### config.mk
export PLATFORM = sky130hd
export DESIGN_NAME = rmq_div_pipe
export DESIGN_NICKNAME = d
export VERILOG_FILES = /design/src/design/rmq_pkg.sv /design/src/design/rmq_div_pipe.sv
export SDC_FILE = /design/constraint.sdc
export NUM_CORES = 2
export LEC_CHECK = 0
export BUFFER_PORTS_ARGS = -buffer_cell sky130_fd_sc_hd__clkbuf_2
export CORE_ASPECT_RATIO = 0.7
export CORE_MARGIN = 2
export CORE_UTILIZATION = 30
export CTS_CLUSTER_DIAMETER = 80
export CTS_CLUSTER_SIZE = 40
export DETAILED_ROUTE_END_ITERATION = 6
export GPL_ROUTABILITY_DRIVEN = 0
export PLACE_DENSITY = 0.46
export SLEW_MARGIN = 5
export SYNTH_ARGS = -nofsm -noshare
export SYNTH_HDL_FRONTEND = slang
export SYNTH_SLANG_ARGS = --single-unit
### constraint.sdc
create_clock -name clk -period 3.6 [get_ports clk]
set_input_delay 0.18 -clock clk [delete_from_list [all_inputs] [get_ports clk]]
set_output_delay 0.18 -clock clk [all_outputs]
set_load 0.005 [all_outputs]
### src/design/rmq_pkg.sv
// Shared types and constants for the rotation-matrix-to-quaternion pipeline.
// No dependencies.
package rmq_pkg;

    localparam int FRAC_BITS = 16;
    localparam int DW        = 18;
    localparam int UW        = 21;
    localparam int NW        = 19;
    localparam int XW        = 34;
    localparam int SW        = 17;
    localparam int RW        = 19;
    localparam int SQ_STEPS  = XW / 2;
    localparam int EW        = 20;
    localparam int PW        = 21;
    localparam int QW        = 18;
    localparam int DDW       = NW + FRAC_BITS + 1;
    localparam int NSTG      = 1 + SQ_STEPS + 1 + QW + 1;

    localparam logic signed [UW-1:0] ONE_U = UW'(2 ** FRAC_BITS);
    localparam logic signed [DW-1:0] Q_MAX = DW'(131071);
    localparam logic signed [DW-1:0] Q_MIN = DW'(-131072);
    localparam logic [QW-1:0]        MAG_MAX = QW'(131071);

    typedef enum logic [1:0] {
        BR_TRACE = 2'd0,
        BR_DIAG0 = 2'd1,
        BR_DIAG1 = 2'd2,
        BR_DIAG2 = 2'd3
    } branch_t;

    typedef struct packed {
        branch_t    branch;
        logic [2:0] neg;
    } side_t;

    typedef logic [2:0][NW-1:0] mag3_t;

endpackage

### src/design/rmq_div_pipe.sv
// Pipelined restoring divider: round(mag * 2^F / (4*root)), one quotient bit per stage.
// Depends on rmq_pkg.
module rmq_div_pipe
    import rmq_pkg::*;
(
    input  logic          clk,
    input  logic          en,
    input  logic [NW-1:0] mag,
    input  logic [SW-1:0] root,
    output logic [QW-1:0] quo,
    output logic          ovf
);

    logic [SW+1:0]  den;
    logic [EW-1:0]  e_next;
    logic [DDW-1:0] dd;

    logic [PW-1:0] p_reg   [0:QW];
    logic [QW-1:0] lo_reg  [0:QW];
    logic [QW-1:0] qo_reg  [0:QW];
    logic [EW-1:0] e_reg   [0:QW];
    logic          ovf_reg [0:QW];

    always_comb
    begin
        den    = (root == '0) ? (SW+2)'(1) : {root, 2'b00};
        e_next = {den, 1'b0};
        dd     = {mag, {(FRAC_BITS + 1){1'b0}}} + DDW'(den);
    end

    always_ff @(posedge clk)
    begin
        if (en)
        begin
            p_reg[0]   <= PW'(dd[DDW-1:QW]);
            lo_reg[0]  <= dd[QW-1:0];
            qo_reg[0]  <= '0;
            e_reg[0]   <= e_next;
            ovf_reg[0] <= (EW'(dd[DDW-1:QW]) >= e_next);
        end
    end

    for (genvar k = 0; k < QW; k++)
    begin : g_step
        logic [PW-1:0] trial;
        logic [PW-1:0] p_next;
        logic          bit_next;

        always_comb
        begin
            trial    = {p_reg[k][PW-2:0], lo_reg[k][QW-1]};
            bit_next = (trial >= PW'(e_reg[k]));
            p_next   = bit_next ? (trial - PW'(e_reg[k])) : trial;
        end

        always_ff @(posedge clk)
        begin
            if (en)
            begin
                p_reg[k+1]   <= p_next;
                lo_reg[k+1]  <= {lo_reg[k][QW-2:0], 1'b0};
                qo_reg[k+1]  <= {qo_reg[k][QW-2:0], bit_next};
                e_reg[k+1]   <= e_reg[k];
                ovf_reg[k+1] <= ovf_reg[k];
            end
        end
    end

    assign quo = qo_reg[QW];
    assign ovf = ovf_reg[QW];

endmodule

* Word level (Yosys, flattened, before mapping)
Memories as Yosys holds them, arrays and structs flattened.
Cells that the tools add are included.
W data, S select, Z words.
** Word-level totals
- Register bits :: 0
- RAM bits :: 1482
- Input bits :: 38
- Output and inout port bits :: 19
- Word-level logic and storage cells :: 65
- Memories :: 5
** Operators by class
- Add/subtract/negate cells :: 19
- Magnitude comparators :: 19
- Mux-type cells :: 21
- Reductions and logical operators :: 1
** Memories
- p_reg :: depth 19, bits a word 21, read ports 18, clocked after Yosys merged registers in 0, write ports 19, RTL line rmq_div_pipe.sv:18 : logic [PW-1:0] p_reg [0:QW];
- e_reg :: depth 19, bits a word 20, read ports 18, clocked after Yosys merged registers in 0, write ports 19, RTL line rmq_div_pipe.sv:21 : logic [EW-1:0] e_reg [0:QW];
- lo_reg :: depth 19, bits a word 18, read ports 18, clocked after Yosys merged registers in 0, write ports 19, RTL line rmq_div_pipe.sv:19 : logic [QW-1:0] lo_reg [0:QW];
- qo_reg :: depth 19, bits a word 18, read ports 19, clocked after Yosys merged registers in 0, write ports 19, RTL line rmq_div_pipe.sv:20 : logic [QW-1:0] qo_reg [0:QW];
- ovf_reg :: depth 19, bits a word 1, read ports 19, clocked after Yosys merged registers in 0, write ports 19, RTL line rmq_div_pipe.sv:22 : logic ovf_reg [0:QW];
** Operators with widths (count)
- $ge A21 B20 Y1 :: 18
- $mux W21 :: 18
- $sub A21 B20 Y21 :: 18
- $add A36 B19 Y36 :: 1
- $ge A18 B20 Y1 :: 1
- $mux W19 :: 1
- $logic_not A17 Y1 :: 1
- $mux W1 :: 2

* Logic depth before layout (Yosys ltp)
- Word-level depth :: 4
- Depth in mapped cells :: 15
- Mapped depth without buffers :: 14

* Least setup slack after synthesis
Ideal clock, no wire load.
- Path type :: input-to-reg
- From :: in root[15]
- To :: mem ovf_reg[0], data pin
- Setup time :: 0.263 ns
- Arrival time :: 2.726 ns
- Data required time :: 3.337 ns
- Setup slack :: 0.611 ns
- Stages :: 15
- Path buffers :: 1
- Cells stage by stage :: clkbuf_1 ha_1 inv_1 fa_1 nor2_1 nand3_1 or3_1 xnor2_1 ha_1 a21o_1 a21o_1 a21oi_1 o21ai_0 o21ai_0 a31oi_1
** RTL lines
- start, declared :: RTL line rmq_div_pipe.sv:9 : input logic [SW-1:0] root,
- end, declared :: RTL line rmq_div_pipe.sv:22

==> flow_summary.json <==
{
  "synthArstFlopShare_pct": 0,
  "synthesis.area_mm2": 0.0477,
  "powerDensity_mw_per_mm2": 805,
  "wl_per_cell_um": 17.8,
  "start_util_pct": 30.2,
  "grt_pass1_vias": 28600,
  "synthFlopType": "edfxtp_1",
  "syn_nets": 4417,
  "htreeDepth": 2,
  "timing.rr.start": "p_reg[8][12]$_DFFE_PP_",
  "hold_class": "in2reg",
  "post_dp_cell_area_mm2": 0.0511,
  "cellLeakagePower_nw": 21.0,
  "numPortBuffers": 56,
  "total_power_mw": 42.7,
  "largest_register_ff_count": 357,
  "finalHoldViolations": 0,
  "core_area_mm2": 0.158,
  "ios": 57,
  "die_y_um": 337,
  "clockRootBuffer": "clkbuf_16",
  "drt_first_iter_violations": 2699,
  "hold_start": "en",
  "crit_type": "reg2reg",
  "viasPerCell": 4.84,
  "cts_sinks": 857,
  "critPathMaxStageDelay_ns": 0.49,
  "final-setup-viol-count": 0,
  "dr.pass1.iters": 5,
  "antenna_found_initial": 3,
  "whs_endpoint": "lo_reg[3][6]$_DFFE_PP_",
  "grt_usage_pct": 13.6,
  "r2r_setup_slack_ns": 0.14,
  "peakVddDrop_v": 0.000377,
  "fin_util_pct": 33.6,
  "cts.clk_slew.worst_paths_ns": 0.12,
  "end_kind": "register",
  "arrival_ns": 3.85,
  "nets": 4549,
  "reg2regPathDepth": 9,
  "die-area_mm2": 0.162,
  "reg2reg_to": "p_reg[9][2]$_DFFE_PP_",
  "clock_latency_ns": 0.67,
  "skew_ns": 0.0321,
  "fin_setup_tns_ns": 0,
  "grt_max_degree": 85,
  "die_w_um": 480,
  "syn_area_per_cell_um2": 11.9,
  "worstPathCellList": "ha_1 > and3_1 > nand4_1 > nor4_1 > buf_4 > a2111oi_4 > and2_4 > inv_4 > mux2i_1",
  "tightest_slew_ns": 0.751,
  "num_vias": 30400,
  "period_share_pct": 96.0,
  "cpLargestDelayFamily": "simple AND/OR/NAND/NOR gates",
  "worstPathRequired_ns": 3.99,
  "relSlewSlack_pct": 48.6,
  "place_hpwl_um": 85600,
  "cts_tree": "done",
  "whs_ns": 0.0287,
  "fp-row-count": 122,
  "fill_cells": 15700,
  "numCtsBuffers": 43,
  "synth-edff-count": 857,
  "cp_slowest_cell": "ha_1",
  "wl_um": 112000,
  "ant_nets": 0,
  "hold_depth": 1,
  "max_cap_violations": 0,
  "postCtsSetupRepairBufs": 0,
  "syn_inst": 4021,
  "finalMaxSlewViolations": 0,
  "cp_num_buf_inv": 2,
  "run_status": "finished, final reports clean",
  "drive_gt1_share_pct": 7.69,
  "synthDistinctLibCells": 94,
  "cts_buffer_depth": 3,
  "min_period_ns": 3.46,
  "crit_start": "p_reg[8][12]$_DFFE_PP_",
  "grt_first_pass_wirelength_um": 173000,
  "area_delta_synth_final_pct": 11.4,
  "rsz0062_at_grt": "false",
  "globalRouteOverflowTotal": 0,
  "ys_seq_area_share_pct": 54.0,
  "max_freq_mhz": 289,
  "worstSetupStartpointType": "register",
  "final_area_mm2": 0.0531,
  "route.detailed.drc": 0,
  "yosysWarnings": 0,
  "path_max_fanout": 17,
  "ys_ff_latch": 857
}
metrics by stage:
step | worst slack [ns] | instances
floorplan | 0.612 | 4021
global placement | 0.285 | 6176
detailed placement | 0.254 | 6176
CTS | 0.230 | 6295
global route | 0.0215 | 6296
finish | 0.142 | 6296
synth_stat cells, types with 29 or more instances:
cell type	instances	area [um^2]
o21ai_0	199	996
ha_1	357	4470
nand2b_1	57	357
mux2_1	144	1620
nor2_1	168	631
a31oi_1	37	231
nor3_1	67	335
nand4_1	36	225
xnor2_1	144	1260
nor2b_1	45	282
a21o_1	132	991
o21ai_1	29	145
nand3_1	44	220
clkbuf_1	63	236
nand2_1	256	961
a21oi_1	233	1170
mux2i_1	33	330
and2_1	29	181
inv_1	408	1530
mux2_2	58	653
and3_1	42	263
o21a_1	68	510
o31ai_1	37	278
xor2_1	104	911
edfxtp_1	857	25700
a211oi_1	37	278
worst reg2reg max path: cells and delay by family, from the launching register on:
family	cells	cell delay, ns
AOI/OAI and AO/OA	1	0.07
DFF	1	0.46
buffers and inverters	2	0.42
and+or+nand+nor	4	1.27
adders and majority gates	1	0.49
muxes	1	0.50
cells by family (layout without fill, tap and decap cells):
family                     after synthesis  count (layout)  synth area share (%)
other                                    0               1                     0
adders and majority gates              358             358                  9.42
AOI/OAI and AO/OA                      993             993                  13.7
buffers and inverters                  502             668                  4.13
DFF                                    857             857                  54.0
and+or+nand+nor                        820             820                  8.43
muxes                                  243             243                  5.72
xor gates and xnor gates               248             248                  4.56
per-layer routing:
layer,vias to the layer above,GRT usage [%],part of all wire [%]
li1,15200,-,-
met1,14600,22.7,56
met2,604,17.6,37
met3,65,2.68,6.2
met4,0,2.02,1.1
met5,-,0,0
placed cells by master, fill, tap and decap left out, types with 40 or more instances in the layout:
master | netlist | routed
a21o_1 | 132 | 132
a21oi_1 | 233 | 232
and3_1 | 42 | 42
buf_4 | 12 | 64
clkbuf_16 | 0 | 45
clkbuf_2 | 0 | 55
dlygate4sd3_1 | 0 | 40
edfxtp_1 | 857 | 857
ha_1 | 357 | 357
inv_1 | 408 | 408
mux2_1 | 144 | 144
mux2_2 | 58 | 58
nand2_1 | 256 | 256
nand2b_1 | 57 | 57
nand3_1 | 44 | 44
nor2_1 | 168 | 168
nor2b_1 | 45 | 45
nor3_1 | 67 | 67
o21a_1 | 68 | 68
o21ai_0 | 199 | 199
xnor2_1 | 144 | 144
xor2_1 | 104 | 104
power by group:
part | switching (mW) | internal [mW]
sequential | 1.50 | 14.5
clock | 3.80 | 2.63
combinational | 11.2 | 9.14
total | 16.5 | 26.3
what timing repair did:
| action | 4_1_cts | 5_1_grt |
|---|---|---|
| gates resized for setup | 0 | 0 |
| hold buffers | 40 | 0 |
| setup endpoints to repair | 0 | 1 |
| endpoints found under the hold margin | 37 | 0 |
worst max-delay path by stage:
stage	end	slack, ns	depth (start not counted)
2_1_floorplan	ovf_reg[0]$_DFFE_PP_	0.61	15
3_3_place_gp	ovf_reg[0]$_DFFE_PP_	0.29	15
3_5_place_dp	p_reg[9][2]$_DFFE_PP_	0.25	9
4_1_cts	p_reg[9][2]$_DFFE_PP_	0.23	9
5_1_grt	p_reg[10][3]$_DFFE_PP_	0.02	11
6_report	p_reg[9][2]$_DFFE_PP_	0.14	9
layout make-up:
class                      instances  area (um^2)  share of cell area, %
multi-input combinational       2662        20000                   37.7
clock inverter                    32          468                  0.882
timing repair buffer             179         1550                   2.92
antenna                            1         2.50                0.00471
clock buffer                      47         1130                   2.14
sequential                       857        25700                   48.5
tap                             2108         2640                   4.97
inverter                         410         1540                   2.90
(Power assumes the default switching activity.)
